===== config.mk =====
export PLATFORM = sky130hd
export DESIGN_NAME = source_tokenizer_top
export DESIGN_NICKNAME = d
export VERILOG_FILES = /design/src/rtl/core/stk_pkg.sv /design/src/rtl/core/stk_front.sv /design/src/rtl/core/stk_queue.sv /design/src/rtl/core/stk_back.sv /design/src/rtl/core/source_tokenizer_top.sv
export SDC_FILE = /design/constraint.sdc
export NUM_CORES = 1
export LEC_CHECK = 0
export BUFFER_PORTS_ARGS = -buffer_cell sky130_fd_sc_hd__buf_2
export CAP_MARGIN = 20
export CORE_MARGIN = 10
export CORE_UTILIZATION = 25
export CTS_BUF_LIST = sky130_fd_sc_hd__clkbuf_8
export CTS_CLUSTER_SIZE = 30
export DETAILED_ROUTE_END_ITERATION = 6
export SLEW_MARGIN = 20
export SYNTH_ARGS = -nofsm -noshare
export SYNTH_HDL_FRONTEND = slang
export SYNTH_SLANG_ARGS = --single-unit

===== constraint.sdc =====
create_clock -name clk -period 14.8 [get_ports clk]
set_input_delay 2.22 -clock clk [delete_from_list [all_inputs] [get_ports clk]]
set_output_delay 2.22 -clock clk [all_outputs]
set_load 0.01 [all_outputs]

===== src/rtl/core/stk_pkg.sv =====
// Shared constants for the source tokenizer: token class codes, bundle sizing
// and byte classification functions. No dependencies.
`default_nettype none

package stk_pkg;

	localparam int CLASS_BITS = 6;
	localparam int MAX_TOK = 3;
	localparam int CNT_BITS = 2;

	localparam int OFFSET_BITS_DEF = 24;
	localparam int LENGTH_BITS_DEF = 16;
	localparam int QUEUE_DEPTH_DEF = 4;

	typedef logic [CLASS_BITS-1:0] class_t;

	localparam class_t CL_LBRACE   = 6'd0;
	localparam class_t CL_RBRACE   = 6'd1;
	localparam class_t CL_LBRACKET = 6'd2;
	localparam class_t CL_RBRACKET = 6'd3;
	localparam class_t CL_LPAREN   = 6'd4;
	localparam class_t CL_RPAREN   = 6'd5;
	localparam class_t CL_QUEST    = 6'd6;
	localparam class_t CL_COLON    = 6'd7;
	localparam class_t CL_SEMI     = 6'd8;
	localparam class_t CL_COMMA    = 6'd9;
	localparam class_t CL_DOT      = 6'd10;
	localparam class_t CL_CARET    = 6'd11;
	localparam class_t CL_PIPEPIPE = 6'd12;
	localparam class_t CL_AMPAMP   = 6'd13;
	localparam class_t CL_STAR_EQ  = 6'd14;
	localparam class_t CL_STAR     = 6'd15;
	localparam class_t CL_PLUS_EQ  = 6'd16;
	localparam class_t CL_PLUS     = 6'd17;
	localparam class_t CL_MINUS_EQ = 6'd18;
	localparam class_t CL_MINUS    = 6'd19;
	localparam class_t CL_SLASH_EQ = 6'd20;
	localparam class_t CL_SLASH    = 6'd21;
	localparam class_t CL_BANG_EQ  = 6'd22;
	localparam class_t CL_BANG     = 6'd23;
	localparam class_t CL_LE       = 6'd24;
	localparam class_t CL_LT       = 6'd25;
	localparam class_t CL_GE       = 6'd26;
	localparam class_t CL_GT       = 6'd27;
	localparam class_t CL_EQEQ     = 6'd28;
	localparam class_t CL_ASSIGN   = 6'd29;
	localparam class_t CL_STRING   = 6'd30;
	localparam class_t CL_IDENT    = 6'd31;
	localparam class_t CL_NUMBER   = 6'd32;
	localparam class_t CL_UNKNOWN  = 6'd33;
	localparam class_t CL_END      = 6'd34;

	function automatic logic is_digit(input logic [7:0] b);
		return (b >= "0") && (b <= "9");
	endfunction

	function automatic logic is_alpha(input logic [7:0] b);
		return ((b >= "a") && (b <= "z")) || ((b >= "A") && (b <= "Z")) || (b == "_");
	endfunction

	function automatic logic is_space(input logic [7:0] b);
		return (b == " ") || (b == 8'h09) || (b == 8'h0D) || (b == 8'h0A);
	endfunction

	// {hit, class} for single-character punctuation
	function automatic logic [CLASS_BITS:0] punct_class(input logic [7:0] b);
		logic [CLASS_BITS:0] r;
		case (b)
			"{": r = {1'b1, CL_LBRACE};
			"}": r = {1'b1, CL_RBRACE};
			"[": r = {1'b1, CL_LBRACKET};
			"]": r = {1'b1, CL_RBRACKET};
			"(": r = {1'b1, CL_LPAREN};
			")": r = {1'b1, CL_RPAREN};
			"?": r = {1'b1, CL_QUEST};
			":": r = {1'b1, CL_COLON};
			";": r = {1'b1, CL_SEMI};
			",": r = {1'b1, CL_COMMA};
			"^": r = {1'b1, CL_CARET};
			default: r = {1'b0, CL_UNKNOWN};
		endcase
		return r;
	endfunction

	// {hit, class} for an operator that may take a trailing '='
	function automatic logic [CLASS_BITS:0] eq_single(input logic [7:0] b);
		logic [CLASS_BITS:0] r;
		case (b)
			"*": r = {1'b1, CL_STAR};
			"+": r = {1'b1, CL_PLUS};
			"-": r = {1'b1, CL_MINUS};
			"/": r = {1'b1, CL_SLASH};
			"!": r = {1'b1, CL_BANG};
			"<": r = {1'b1, CL_LT};
			">": r = {1'b1, CL_GT};
			"=": r = {1'b1, CL_ASSIGN};
			default: r = {1'b0, CL_UNKNOWN};
		endcase
		return r;
	endfunction

	function automatic class_t eq_double(input logic [7:0] b);
		class_t r;
		case (b)
			"*": r = CL_STAR_EQ;
			"+": r = CL_PLUS_EQ;
			"-": r = CL_MINUS_EQ;
			"/": r = CL_SLASH_EQ;
			"!": r = CL_BANG_EQ;
			"<": r = CL_LE;
			">": r = CL_GE;
			"=": r = CL_EQEQ;
			default: r = CL_UNKNOWN;
		endcase
		return r;
	endfunction

endpackage

`default_nettype wire


===== src/rtl/core/stk_front.sv =====
// Tokenizer front: lexer mode machine taking one byte per cycle while take is
// high and packing the tokens it finishes into one bundle. Depends on stk_pkg.
`default_nettype none

module stk_front #(
	parameter int OFFSET_BITS = stk_pkg::OFFSET_BITS_DEF,
	parameter int LENGTH_BITS = stk_pkg::LENGTH_BITS_DEF
) (
	input  wire logic clk,
	input  wire logic arst_n,
	input  wire logic take,
	input  wire logic [7:0] char_byte,
	output logic wr_en,
	output logic [stk_pkg::CNT_BITS +
		stk_pkg::MAX_TOK*(stk_pkg::CLASS_BITS+OFFSET_BITS+LENGTH_BITS)-1:0] wr_data
);
	import stk_pkg::*;

	localparam int TOK_W = CLASS_BITS + OFFSET_BITS + LENGTH_BITS;
	localparam int WIDE = (OFFSET_BITS + 1 > LENGTH_BITS) ? OFFSET_BITS + 1 : LENGTH_BITS;
	localparam logic [WIDE-1:0] LEN_MAX_W = {{(WIDE-LENGTH_BITS){1'b0}}, {LENGTH_BITS{1'b1}}};
	localparam logic [LENGTH_BITS-1:0] LEN_ONE = LENGTH_BITS'(1);

	typedef enum logic [7:0] {
		M_IDLE    = 8'b0000_0001,
		M_OP      = 8'b0000_0010,
		M_DOT     = 8'b0000_0100,
		M_STRING  = 8'b0000_1000,
		M_IDENT   = 8'b0001_0000,
		M_MANT    = 8'b0010_0000,
		M_EXPCHAR = 8'b0100_0000,
		M_EXP     = 8'b1000_0000
	} mode_t;

	function automatic logic [LENGTH_BITS-1:0] sat_len(input logic [OFFSET_BITS:0] v);
		logic [WIDE-1:0] w;
		w = WIDE'(v);
		if (w > LEN_MAX_W)
			return LEN_MAX_W[LENGTH_BITS-1:0];
		return w[LENGTH_BITS-1:0];
	endfunction

	mode_t mode_q, mode_d;
	logic [OFFSET_BITS-1:0] offset_q;
	logic [OFFSET_BITS-1:0] begin_q, begin_d;
	logic [7:0] first_q, first_d;
	logic period_q, period_d;
	logic bad_q, bad_d;

	logic [OFFSET_BITS-1:0] cur;
	logic [OFFSET_BITS-1:0] eoff;
	logic [OFFSET_BITS:0] span;
	logic [OFFSET_BITS:0] span_inc;
	logic [CLASS_BITS:0] punct_hit;
	logic [CLASS_BITS:0] single_hit;
	logic [CLASS_BITS:0] first_single;
	class_t num_cls;
	logic alnum;
	logic restart;
	logic [CNT_BITS-1:0] n;
	logic [MAX_TOK-1:0][CLASS_BITS-1:0] cls_v;
	logic [MAX_TOK-1:0][OFFSET_BITS-1:0] start_v;
	logic [MAX_TOK-1:0][LENGTH_BITS-1:0] len_v;
	logic [MAX_TOK-1:0][TOK_W-1:0] tok_v;

	assign cur = offset_q;
	assign span = {1'b0, cur - begin_q};
	assign span_inc = span + (OFFSET_BITS+1)'(1);
	assign eoff = (cur > begin_q) ? cur - OFFSET_BITS'(1) : begin_q;
	assign punct_hit = punct_class(char_byte);
	assign single_hit = eq_single(char_byte);
	assign first_single = eq_single(first_q);
	assign num_cls = bad_q ? CL_UNKNOWN : CL_NUMBER;
	assign alnum = is_alpha(char_byte) || is_digit(char_byte);

	always_comb begin
		mode_d = mode_q;
		begin_d = begin_q;
		first_d = first_q;
		period_d = period_q;
		bad_d = bad_q;
		restart = 1'b0;
		n = '0;
		cls_v = '0;
		start_v = '0;
		len_v = '0;

		case (mode_q)
			M_OP: begin
				if ((first_q == "|") || (first_q == "&")) begin
					mode_d = M_IDLE;
					if (char_byte == first_q) begin
						cls_v[n] = (first_q == "|") ? CL_PIPEPIPE : CL_AMPAMP;
						start_v[n] = begin_q;
						len_v[n] = sat_len(span_inc);
						n = n + CNT_BITS'(1);
					end else if (char_byte == 8'h00) begin
						cls_v[n] = CL_UNKNOWN;
						start_v[n] = begin_q;
						len_v[n] = sat_len(span);
						n = n + CNT_BITS'(1);
						cls_v[n] = CL_END;
						start_v[n] = cur;
						len_v[n] = LEN_ONE;
						n = n + CNT_BITS'(1);
					end else begin
						cls_v[n] = CL_UNKNOWN;
						start_v[n] = begin_q;
						len_v[n] = sat_len(span_inc);
						n = n + CNT_BITS'(1);
					end
				end else if (char_byte == "=") begin
					mode_d = M_IDLE;
					cls_v[n] = eq_double(first_q);
					start_v[n] = begin_q;
					len_v[n] = sat_len(span_inc);
					n = n + CNT_BITS'(1);
				end else begin
					cls_v[n] = first_single[CLASS_BITS-1:0];
					start_v[n] = begin_q;
					len_v[n] = sat_len(span);
					n = n + CNT_BITS'(1);
					restart = 1'b1;
				end
			end
			M_DOT: begin
				if (is_digit(char_byte)) begin
					period_d = 1'b1;
					bad_d = 1'b0;
					mode_d = M_MANT;
				end else begin
					cls_v[n] = CL_DOT;
					start_v[n] = begin_q;
					len_v[n] = sat_len(span);
					n = n + CNT_BITS'(1);
					restart = 1'b1;
				end
			end
			M_STRING: begin
				if (char_byte == "\"") begin
					mode_d = M_IDLE;
					cls_v[n] = CL_STRING;
					start_v[n] = begin_q;
					len_v[n] = sat_len(span_inc);
					n = n + CNT_BITS'(1);
				end else if (char_byte == 8'h00) begin
					mode_d = M_IDLE;
					cls_v[n] = CL_UNKNOWN;
					start_v[n] = begin_q;
					len_v[n] = sat_len(span);
					n = n + CNT_BITS'(1);
					cls_v[n] = CL_END;
					start_v[n] = cur;
					len_v[n] = LEN_ONE;
					n = n + CNT_BITS'(1);
				end
			end
			M_IDENT: begin
				if (!alnum) begin
					cls_v[n] = CL_IDENT;
					start_v[n] = begin_q;
					len_v[n] = sat_len(span);
					n = n + CNT_BITS'(1);
					restart = 1'b1;
				end
			end
			M_MANT, M_EXP: begin
				if (is_digit(char_byte)) begin
					mode_d = mode_q;
				end else if (char_byte == ".") begin
					if (period_q)
						bad_d = 1'b1;
					else
						period_d = 1'b1;
				end else if ((mode_q == M_MANT) && ((char_byte == "e") || (char_byte == "E"))) begin
					mode_d = M_EXPCHAR;
				end else begin
					cls_v[n] = num_cls;
					start_v[n] = begin_q;
					len_v[n] = sat_len(span);
					n = n + CNT_BITS'(1);
					restart = 1'b1;
				end
			end
			M_EXPCHAR: begin
				if ((char_byte == "+") || (char_byte == "-")) begin
					period_d = 1'b0;
					mode_d = M_EXP;
				end else begin
					// number ends before the letter; the letter opens an identifier
					cls_v[n] = num_cls;
					start_v[n] = begin_q;
					len_v[n] = sat_len({1'b0, eoff - begin_q});
					n = n + CNT_BITS'(1);
					begin_d = eoff;
					mode_d = M_IDENT;
					if (!alnum) begin
						cls_v[n] = CL_IDENT;
						start_v[n] = eoff;
						len_v[n] = sat_len({1'b0, cur - eoff});
						n = n + CNT_BITS'(1);
						restart = 1'b1;
					end
				end
			end
			default: begin
				restart = 1'b1;
			end
		endcase

		if (restart) begin
			mode_d = M_IDLE;
			if (is_space(char_byte)) begin
				mode_d = M_IDLE;
			end else if (char_byte == 8'h00) begin
				cls_v[n] = CL_END;
				start_v[n] = cur;
				len_v[n] = LEN_ONE;
				n = n + CNT_BITS'(1);
			end else begin
				begin_d = cur;
				if (char_byte == ".") begin
					mode_d = M_DOT;
				end else if (punct_hit[CLASS_BITS]) begin
					cls_v[n] = punct_hit[CLASS_BITS-1:0];
					start_v[n] = cur;
					len_v[n] = LEN_ONE;
					n = n + CNT_BITS'(1);
				end else if ((char_byte == "|") || (char_byte == "&") || single_hit[CLASS_BITS]) begin
					first_d = char_byte;
					mode_d = M_OP;
				end else if (char_byte == "\"") begin
					mode_d = M_STRING;
				end else if (is_alpha(char_byte)) begin
					mode_d = M_IDENT;
				end else if (is_digit(char_byte)) begin
					period_d = 1'b0;
					bad_d = 1'b0;
					mode_d = M_MANT;
				end else begin
					cls_v[n] = CL_UNKNOWN;
					start_v[n] = cur;
					len_v[n] = LEN_ONE;
					n = n + CNT_BITS'(1);
				end
			end
		end
	end

	always_comb begin
		for (int i = 0; i < MAX_TOK; i++) begin
			tok_v[i] = {cls_v[i], start_v[i], len_v[i]};
		end
	end

	assign wr_en = take && (n != '0);
	assign wr_data = {n, tok_v};

	always_ff @(posedge clk or negedge arst_n) begin
		if (!arst_n) begin
			mode_q <= M_IDLE;
			offset_q <= '0;
			begin_q <= '0;
			first_q <= '0;
			period_q <= 1'b0;
			bad_q <= 1'b0;
		end else if (take) begin
			mode_q <= mode_d;
			begin_q <= begin_d;
			first_q <= first_d;
			period_q <= period_d;
			bad_q <= bad_d;
			// hold the offset once it saturates
			if (offset_q != '1)
				offset_q <= offset_q + OFFSET_BITS'(1);
		end
	end

endmodule

`default_nettype wire


===== src/rtl/core/stk_queue.sv =====
// Short bundle queue between the lexer front and the output serializer.
// Depends on stk_pkg for default sizing.
`default_nettype none

module stk_queue #(
	parameter int DATA_W = 8,
	parameter int DEPTH = stk_pkg::QUEUE_DEPTH_DEF
) (
	input  wire logic clk,
	input  wire logic arst_n,
	input  wire logic wr_en,
	input  wire logic [DATA_W-1:0] wr_data,
	input  wire logic rd_en,
	output logic [DATA_W-1:0] rd_data,
	output logic q_full,
	output logic q_empty
);
	localparam int PTR_W = (DEPTH > 1) ? $clog2(DEPTH) : 1;
	localparam logic [PTR_W:0] DEPTH_C = (PTR_W+1)'(DEPTH);
	localparam logic [PTR_W-1:0] LAST_C = PTR_W'(DEPTH - 1);

	logic [DATA_W-1:0] slot_q [DEPTH];
	logic [PTR_W-1:0] wr_ptr_q;
	logic [PTR_W-1:0] rd_ptr_q;
	logic [PTR_W:0] count_q;
	logic do_wr;
	logic do_rd;

	assign q_full = (count_q == DEPTH_C);
	assign q_empty = (count_q == '0);
	assign do_wr = wr_en && !q_full;
	assign do_rd = rd_en && !q_empty;
	assign rd_data = slot_q[rd_ptr_q];

	always_ff @(posedge clk) begin
		if (do_wr)
			slot_q[wr_ptr_q] <= wr_data;
	end

	always_ff @(posedge clk or negedge arst_n) begin
		if (!arst_n) begin
			wr_ptr_q <= '0;
			rd_ptr_q <= '0;
			count_q <= '0;
		end else begin
			if (do_wr)
				wr_ptr_q <= (wr_ptr_q == LAST_C) ? '0 : wr_ptr_q + PTR_W'(1);
			if (do_rd)
				rd_ptr_q <= (rd_ptr_q == LAST_C) ? '0 : rd_ptr_q + PTR_W'(1);
			if (do_wr && !do_rd)
				count_q <= count_q + (PTR_W+1)'(1);
			else if (do_rd && !do_wr)
				count_q <= count_q - (PTR_W+1)'(1);
		end
	end

	assert property (@(posedge clk) disable iff (!arst_n) count_q <= DEPTH_C)
		else $error("queue count beyond depth");
	assert property (@(posedge clk) disable iff (!arst_n)
		(do_wr && !do_rd) |=> (count_q == $past(count_q) + (PTR_W+1)'(1)))
		else $error("queue count missed a write");

endmodule

`default_nettype wire


===== src/rtl/core/stk_back.sv =====
// Back part of the tokenizer: walks the tokens of the head bundle one per
// pop and flags the last one of each byte. Depends on stk_pkg.
`default_nettype none

module stk_back #(
	parameter int OFFSET_BITS = stk_pkg::OFFSET_BITS_DEF,
	parameter int LENGTH_BITS = stk_pkg::LENGTH_BITS_DEF
) (
	input  wire logic clk,
	input  wire logic arst_n,
	input  wire logic [stk_pkg::CNT_BITS +
		stk_pkg::MAX_TOK*(stk_pkg::CLASS_BITS+OFFSET_BITS+LENGTH_BITS)-1:0] rd_data,
	input  wire logic q_empty,
	input  wire logic pop,
	output logic rd_en,
	output logic empty,
	output logic [stk_pkg::CLASS_BITS-1:0] token_class,
	output logic [OFFSET_BITS-1:0] token_start,
	output logic [LENGTH_BITS-1:0] token_length,
	output logic last_of_run
);
	import stk_pkg::*;

	localparam int TOK_W = CLASS_BITS + OFFSET_BITS + LENGTH_BITS;

	logic [CNT_BITS-1:0] head_cnt;
	logic [MAX_TOK-1:0][TOK_W-1:0] toks;
	logic [TOK_W-1:0] tok_sel;
	logic [CNT_BITS-1:0] idx_q;
	logic take_out;

	assign {head_cnt, toks} = rd_data;
	assign tok_sel = toks[idx_q];
	assign empty = q_empty;
	assign token_class = tok_sel[TOK_W-1 -: CLASS_BITS];
	assign token_start = tok_sel[LENGTH_BITS +: OFFSET_BITS];
	assign token_length = tok_sel[LENGTH_BITS-1:0];
	assign last_of_run = (idx_q == head_cnt - CNT_BITS'(1));
	assign take_out = pop && !q_empty;
	// release the bundle with its final token
	assign rd_en = take_out && last_of_run;

	always_ff @(posedge clk or negedge arst_n) begin
		if (!arst_n) begin
			idx_q <= '0;
		end else if (take_out) begin
			idx_q <= last_of_run ? '0 : idx_q + CNT_BITS'(1);
		end
	end

	assert property (@(posedge clk) disable iff (!arst_n) !q_empty |-> (head_cnt != '0))
		else $error("empty bundle in queue");
	assert property (@(posedge clk) disable iff (!arst_n) !q_empty |-> (idx_q < head_cnt))
		else $error("token index past bundle count");
	assert property (@(posedge clk) disable iff (!arst_n) q_empty |-> (idx_q == '0))
		else $error("token index not cleared while idle");
	assert property (@(posedge clk) disable iff (!arst_n) rd_en |=> (idx_q == '0))
		else $error("token index not cleared after bundle release");

endmodule

`default_nettype wire


===== src/rtl/core/source_tokenizer_top.sv =====
// Source tokenizer top level: lexer front, bundle queue and output walker.
// Depends on stk_pkg, stk_front, stk_queue and stk_back.
//
// Usage:
//   Input channel: drive char_byte with push; a byte is taken at a rising edge
//   with push high and full low. A zero byte marks end of stream and yields
//   the end token; the lexer then goes idle and keeps tokenizing.
//   Result channel: while empty is low the oldest token sits on token_class,
//   token_start, token_length and last_of_run; pop high takes it.
//   One byte yields zero to three tokens; last_of_run marks the final one.
//   Throughput: one byte per cycle into the lexer while full is low and one
//   token per cycle out; the front keeps taking bytes while the receiver
//   stalls, until the bundle queue of QUEUE_DEPTH entries fills, then full
//   rises.
//   Reset (arst_n low) empties the queue, sets the byte offset to zero and
//   puts the lexer between tokens. Offsets and lengths saturate.
`default_nettype none

module source_tokenizer_top #(
	parameter int OFFSET_BITS = stk_pkg::OFFSET_BITS_DEF,
	parameter int LENGTH_BITS = stk_pkg::LENGTH_BITS_DEF,
	parameter int QUEUE_DEPTH = stk_pkg::QUEUE_DEPTH_DEF
) (
	input  wire logic clk,
	input  wire logic arst_n,
	input  wire logic push,
	output logic full,
	input  wire logic [7:0] char_byte,
	output logic empty,
	input  wire logic pop,
	output logic [stk_pkg::CLASS_BITS-1:0] token_class,
	output logic [OFFSET_BITS-1:0] token_start,
	output logic [LENGTH_BITS-1:0] token_length,
	output logic last_of_run
);
	import stk_pkg::*;

	localparam int BUNDLE_W = CNT_BITS + MAX_TOK*(CLASS_BITS + OFFSET_BITS + LENGTH_BITS);

	logic take;
	logic wr_en;
	logic [BUNDLE_W-1:0] wr_data;
	logic rd_en;
	logic [BUNDLE_W-1:0] rd_data;
	logic q_full;
	logic q_empty;

	assign full = q_full;
	assign take = push && !q_full;

	stk_front #(
		.OFFSET_BITS(OFFSET_BITS),
		.LENGTH_BITS(LENGTH_BITS)
	) u_front (
		.clk(clk),
		.arst_n(arst_n),
		.take(take),
		.char_byte(char_byte),
		.wr_en(wr_en),
		.wr_data(wr_data)
	);

	stk_queue #(
		.DATA_W(BUNDLE_W),
		.DEPTH(QUEUE_DEPTH)
	) u_queue (
		.clk(clk),
		.arst_n(arst_n),
		.wr_en(wr_en),
		.wr_data(wr_data),
		.rd_en(rd_en),
		.rd_data(rd_data),
		.q_full(q_full),
		.q_empty(q_empty)
	);

	stk_back #(
		.OFFSET_BITS(OFFSET_BITS),
		.LENGTH_BITS(LENGTH_BITS)
	) u_back (
		.clk(clk),
		.arst_n(arst_n),
		.rd_data(rd_data),
		.q_empty(q_empty),
		.pop(pop),
		.rd_en(rd_en),
		.empty(empty),
		.token_class(token_class),
		.token_start(token_start),
		.token_length(token_length),
		.last_of_run(last_of_run)
	);

endmodule

`default_nettype wire


# Yosys cells after proc, flatten, opt, wreduce, memory -nomap -nowiden
# Memory sizes are Yosys's and may differ from the RTL's.
# Cells that the tools add are included.
[totals] register_bits=75 mem_bits_rw=560 output_inout_bits=49 n_memories=1
[op_classes] n_addsub=13 order_cmp=14 n_eq_ne=59 muxes=239 n_bitwise=13 n_reduce_logical=37
[mem_list] memory="u_queue.slot_q" words=4 word_bits=140 rd=1 rd_clocked_by_memory_dff=0 write_ports=1 line="stk_queue.sv:22" text="logic [DATA_W-1:0] slot_q [DEPTH];"
[op_table] op="72-bit 2-to-1 mux" count=9
[op_table] op="48-bit 2-to-1 mux" count=11
[op_table] op="16-bit 2-to-1 mux" count=29
[op_table] op="24-bit 2-to-1 mux" count=18
[op_table] op="8-bit by 6-bit equality test with 1-bit output (second input constant)" count=28
[op_table] op="18-bit 2-to-1 mux" count=9
[op_table] op="24-bit one-hot mux with 6 select lines" count=1
[op_table] op="8-bit 2-to-1 mux" count=17
[op_table] op="16-bit one-hot mux with 6 select lines" count=1
[op_table] op="6-bit one-hot mux with 8 select lines" count=2
[op_table] op="46-bit binary-select mux with 2-bit select" count=1
[op_table] op="8-bit by 7-bit equality test with 1-bit output (second input constant)" count=11
[op_table] op="1-bit 2-to-1 mux" count=82
[op_table] op="6-bit 2-to-1 mux" count=13
[op_table] op="7-bit one-hot mux with 11 select lines" count=1
[op_table] op="72-bit bitwise mux" count=1
[op_table] op="24-bit by 16-bit greater-than comparator with 1-bit output (second input constant)" count=3
[op_table] op="24-bit one-hot mux with 3 select lines" count=1
[op_table] op="24-bit subtractor" count=3
[op_table] op="7-bit one-hot mux with 8 select lines" count=1
[op_table] op="24-bit demux with 2-bit select" count=1
[op_table] op="16-bit one-hot mux with 3 select lines" count=1
[op_table] op="46-bit 2-to-1 mux" count=1
[op_table] op="30-bit by 45-bit bitwise AND with 45-bit output" count=1
[op_table] op="62 further kinds" count=129

# Logic depth before layout (Yosys ltp)
[depth] word_depth=25 depth_mapped=32 ltp_nobuf=27

# Hierarchy
# Synthesis repeated with hierarchy kept, for this count alone.
[hier_totals] hier_cells=2738 hier_area_um2=34181.5
[by_module_without_submodules] module="stk_queue" n_inst=1 cells_per_inst=769 area_each_um2=20621.0 seq_area_each_um2=16991.3
[by_module_without_submodules] module="stk_front" n_inst=1 cells_per_inst=1797 area_each_um2=12462.0 seq_area_each_um2=1652.8
[by_module_without_submodules] module="stk_back" n_inst=1 cells_per_inst=171 area_each_um2=1084.8 seq_area_each_um2=50.0
[by_module_without_submodules] module="source_tokenizer_top" n_inst=1 cells_per_inst=1 area_each_um2=13.8 seq_area_each_um2=0.0

# Least setup slack after synthesis
# Ideal clock, no wire load.
[synth_timing] path_type="input-to-reg" startpoint="input port char_byte[6]" endpoint="memory u_queue.slot_q[0][0] in the netlist's numbering, enable pin" arrival_time_ns=8.316 required_time_ns=14.302 setup_slack_ns=5.986 stages=15 cell_sequence="clkbuf_1 -> nor3_1 -> nand2_1 -> a21oi_1 -> or2_2 -> clkbuf_1 -> nor2_1 -> nor2_1 -> o21ai_0 -> a2111oi_0 -> ha_1 -> mux2_2 -> nor2_1 -> nor2_1 -> and2_1"
[synth_via] elab_chain_len=23
[synth_rtl] item="start, declared" line="source_tokenizer_top.sv:28" text="input wire logic [7:0] char_byte,"
[synth_rtl] item="8-bit by 7-bit greater-or-equal comparator with 1-bit output / 8-bit by 7-bit <= comparator with 1-bit output (equally long branches)" line="stk_pkg.sv:58" text="return ((b >= \"a\") && (b <= \"z\")) || ((b >= \"A\") && (b <= \"Z\")) || (b == \"_\");"
[synth_rtl] item="1-bit logical AND" line="stk_pkg.sv:58"
[synth_rtl] item="1-bit logical OR (2 in series)" line="stk_pkg.sv:58"
[synth_rtl] item="1-bit logical OR" line="stk_front.sv:74" text="assign alnum = is_alpha(char_byte) || is_digit(char_byte);"
[synth_rtl] item="2-bit 2-to-1 mux" line="stk_front.sv:197" text="if (!alnum) begin"
[synth_rtl] item="2-bit 2-to-1 mux" line="stk_front.sv:186" text="if ((char_byte == \"+\") || (char_byte == \"-\")) begin"
[synth_rtl] item="2-bit one-hot mux with 6 select lines" line="stk_front.sv:88" text="case (mode_q)"
[synth_rtl] item="2-bit by 1-bit adder with 2-bit output" line="stk_front.sv:219, stk_front.sv:228, stk_front.sv:244"
[synth_rtl] item="(+8 left out)"
[synth_rtl] item="2-bit 2-to-1 mux *" line="stk_front.sv:211" text="if (restart) begin"
[synth_rtl] item="named net u_front.n[1]" line="stk_front.sv:60" text="logic [CNT_BITS-1:0] n;"
[synth_rtl] item="2-bit nonzero test *" line="stk_front.sv:256" text="assign wr_en = take && (n != '0);"
[synth_rtl] item="1-bit logical AND *" line="stk_front.sv:256"
[synth_rtl] item="1-bit logical AND *" line="stk_queue.sv:31" text="assign do_wr = wr_en && !q_full;"
[synth_rtl] item="named net u_queue.do_wr" line="stk_queue.sv:26" text="logic do_wr;"
[synth_rtl] item="1-bit 2-to-1 mux *" line="stk_queue.sv:36" text="if (do_wr)"
[synth_rtl] item="1-bit 2-to-1 mux (implied by the code) *" line="stk_queue.sv:37" text="slot_q[wr_ptr_q] <= wr_data;"
[synth_rtl] item="end, declared" line="stk_queue.sv:22"
# The timed path passes the listed nets; every way through them passes the cells marked *.

==> results_dict.tcl <==
set metrics [dict create \
    outcome "completed" \
    top_layer "met5" \
    grt_max_degree 71 \
    yosys-top-cells-count "edfxtp_1 (496), nor2_1 (172), nand2_1 (150)" \
    path_max_fanout 70 \
    rsz0062_at_grt "no" \
    pwr-share-seq_pct 34.1 \
    whs_path_depth 1 \
    swShare_pct 41.28 \
    synth_edf_count 496 \
    wl_um 85160 \
    wl_met3_um 5392 \
    r2r-end "u_queue.slot_q[1][8]" \
    grt_pass1_vias 20180 \
    wl_per_cell_um 20.52 \
    placedCellCount 3981 \
    ant_nets 0 \
    drv_slew 0 \
    ys_seq_area_share_pct 55.28 \
    cts.path.max_buffers 3 \
    critPathTopFamily "compound AO/OA/AOI/OAI gates" \
    path_cells "ha_1 > nand4_2 > or4_4 > or4_1 > nand2_4 > nand2_1 > o21ai_0 > inv_1 > fa_1 > nor2b_1 > o21ai_0 > a21boi_0 > o21ai_0 > a21boi_0 > o211ai_1 > a21oi_1 > a31oi_1 > a21oi_1 > a21boi_0 > nand4_1 > a2bb2oi_1 > nand2b_1 > o2111ai_1" \
    grtUsageTotal_pct 12.18 \
    p_comb_share_pct 46.1 \
    cp-end-kind "register" \
    synth_area_leaders "edfxtp_1 (49%), mux4_2 (9.2%), dfrtp_1 (6.1%)" \
    die_width_um 368.4 \
    yosys_warnings 0 \
    cellPowerDensity_mw_per_mm2 196.1 \
    slowest_stage "or4_1" \
    rrSetupSlack_ns 6.84 \
    setup_viol_count_final 0 \
    fp-row-count 127 \
    syn_nets 2507 \
    antenna_found_initial 8 \
    hold_path.class "reg2reg" \
    place_hpwl_um 58910 \
    cts_buffers 91 \
    cts_tree "built" \
    ys_types 97 \
    worst-setup-path-type "reg2reg" \
    fin_crit_ns 7.959 \
    cts_root_buf "clkbuf_8" \
    ios 61 \
    post-cts-setup-buffers 0 \
    p_leak_nw 12.31 \
    clkSinkCount 571 \
    gp_congestion 0.9248 \
    cts-htree-levels 3 \
    yosys.area.top_type "edfxtp_1" \
    syn2layout_area_growth_pct 12.60 \
    die_h_um 368.4 \
    rr_worst_depth 23 \
    wl_met1_um 36390 \
    instances_no_fill 4151 \
    grt_pass1_wl_um 129300 \
    io_buffer_count 60 \
    p_sw_mw 2.765 \
    worstPathRequired_ns 15.17 \
    synth_async_sr_flop_share_pct 13.13 \
    synth_seq_cells 571 \
    drtIter0Drc 1766 \
    syn-mean-instance-area_um2 12.53 \
    final_net_count 2547 \
    ctsHoldBuffers 0 \
    r2r-start "u_front.cur[20]" \
    tns_ns 0 \
    initial_core_util_pct 25.22 \
    routed-via-count 20500 \
    critPathArrivalTime_ns 8.33 \
    clk_pin_slew_ns 0.07 \
    critPathBufInv 1 \
    drc_errors 0 \
    min_to "u_queue.count_q[2]" \
    post-route-util_pct 28.40 \
    synthCells 2422 \
    startpoint "u_front.cur[20]" \
    worst_pin_slew_ns 1.092 \
    hp-start "u_queue.count_q[2]" \
    start_kind "register" \
    wl_met2_um 40810 \
    max_clock_freq_ghz 0.1256 \
    vdd_drop_max_mv 0.08480 \
    critPathMaxStageDelay_ns 0.79 \
    via_per_inst 4.939 \
    relSlewSlack_pct 27.17 \
    drtPass1Iterations 5 \
    synth_flop_cell "edfxtp_1" \
    yosys.area.top_type_share_pct 49.09 \
    worstSkewPairLatency_ns 0.73 \
    cts_resized 0 \
    netlist_area_mm2 0.03034 \
    timing.final.hold_violations 0 \
    clockPowerShare_pct 19.8 \
    internal_power_mw 3.933 \
    coreArea_mm2 0.1203 \
    overflow 0 \
    yosysMostFrequentCell "edfxtp_1" \
    fin_worst_skew_ns 0.04166 \
    die-area_mm2 0.1357 \
    drive_above_1_share_pct 16.09 \
    maxCapViolCount 0 \
    fin_crit_sh_pct 53.78 \
]
power by group through the flow:
| stage | combinational [mW] | sequential [mW] | clock [mW] |
|---|---|---|---|
| 3_5_place_dp | 3.10 | 2.32 | 0 |
| 5_1_grt | 3.36 | 2.32 | 1.43 |
| 6_report | 3.09 | 2.29 | 1.32 |
| 2_1_floorplan | 2.20 | 2.21 | 0 |
| 4_1_cts | 3.12 | 2.29 | 1.36 |
| 3_3_place_gp | 3.11 | 2.31 | 0 |
final cells by class:
class                   instances  area (um2)
inverters                     111       416.7
fillers                     12240       86130
multi-input cells            1592       12590
repair buffers                 95       565.5
clock inverters                70       460.4
well taps                    1612        2017
flip-flops and latches        571       16780
clock buffers                  96        1321
diodes                          4       10.01
stage by stage:
stage | hold slack, ns | worst slack [ns] | cell area [um2] | power, mW
after floorplan | 0.4560 | 5.986 | 30340 | 4.416
after global placement | 0.4708 | 6.919 | 32370 | 5.427
after detailed placement | 0.4769 | 6.788 | 32370 | 5.424
after CTS | 0.4841 | 7.025 | 34150 | 6.765
after global routing | 0.5023 | 6.207 | 34160 | 7.112
final | 0.4806 | 6.841 | 34160 | 6.698
logic make-up (layout without fill, tap and decap cells):
| family | Yosys count | count (layout) | synth area share [%] |
|---|---|---|---|
| AOI/OAI and AO/OA | 558 | 558 | 12.13 |
| adders and majority gates | 80 | 80 | 3.341 |
| other | 0 | 4 | 0 |
| and+or+nand+nor | 615 | 615 | 10.18 |
| muxes | 188 | 188 | 11.37 |
| xor gates and xnor gates | 151 | 151 | 4.359 |
| DFF | 571 | 571 | 55.28 |
| buffers and inverters | 259 | 372 | 3.340 |
how the worst max path moves through the flow:
stage	slack [ns]	to	cells after the start
final	6.84	u_queue.slot_q[1][8]	23
after global routing	6.21	u_queue.slot_q[0][8]	23
after CTS	7.03	u_queue.slot_q[0][8]	23
after detailed placement	6.79	u_queue.slot_q[3][130]	17
after global placement	6.92	u_queue.slot_q[2][124]	17
after floorplan	5.99	u_queue.slot_q[0][0]	15
metal layers:
layer	vias to the layer above	track usage [%]
met4	4	4.302
met1	10260	15.82
met3	146	2.382
met2	710	20.07
li1	9385	-
met5	-	0
registers in the layout (all words and copies together), names as in the netlist:
name / count
u_back.idx_q: 2
u_front.first_q: 8
u_front.cur: 24
u_queue.wr_ptr_q: 2
u_front.period_q: 1
u_front.bad_q: 1
u_front.begin_q: 24
u_queue.count_q: 3
u_queue.rd_ptr_q: 2
u_front.mode_q: 8
u_queue.slot_q: 496
placed cells by master (no fill, tap or decap), drive strengths merged, types with 23 or more instances in the layout:
master    n
inv     143
buf      95
a31oi    40
xnor2   102
o22ai    72
mux2i    52
dfrtp    74
mux4    124
a22o     29
nor2    174
a21oi   134
o21ai   109
nand2b   25
nor3     41
ha       69
xor2     49
edfxtp  496
nand2   151
clkbuf   96
clkinv   27
nand3    39
a21o     39
nor4     23
and2     34
(Power assumes the default switching activity.)
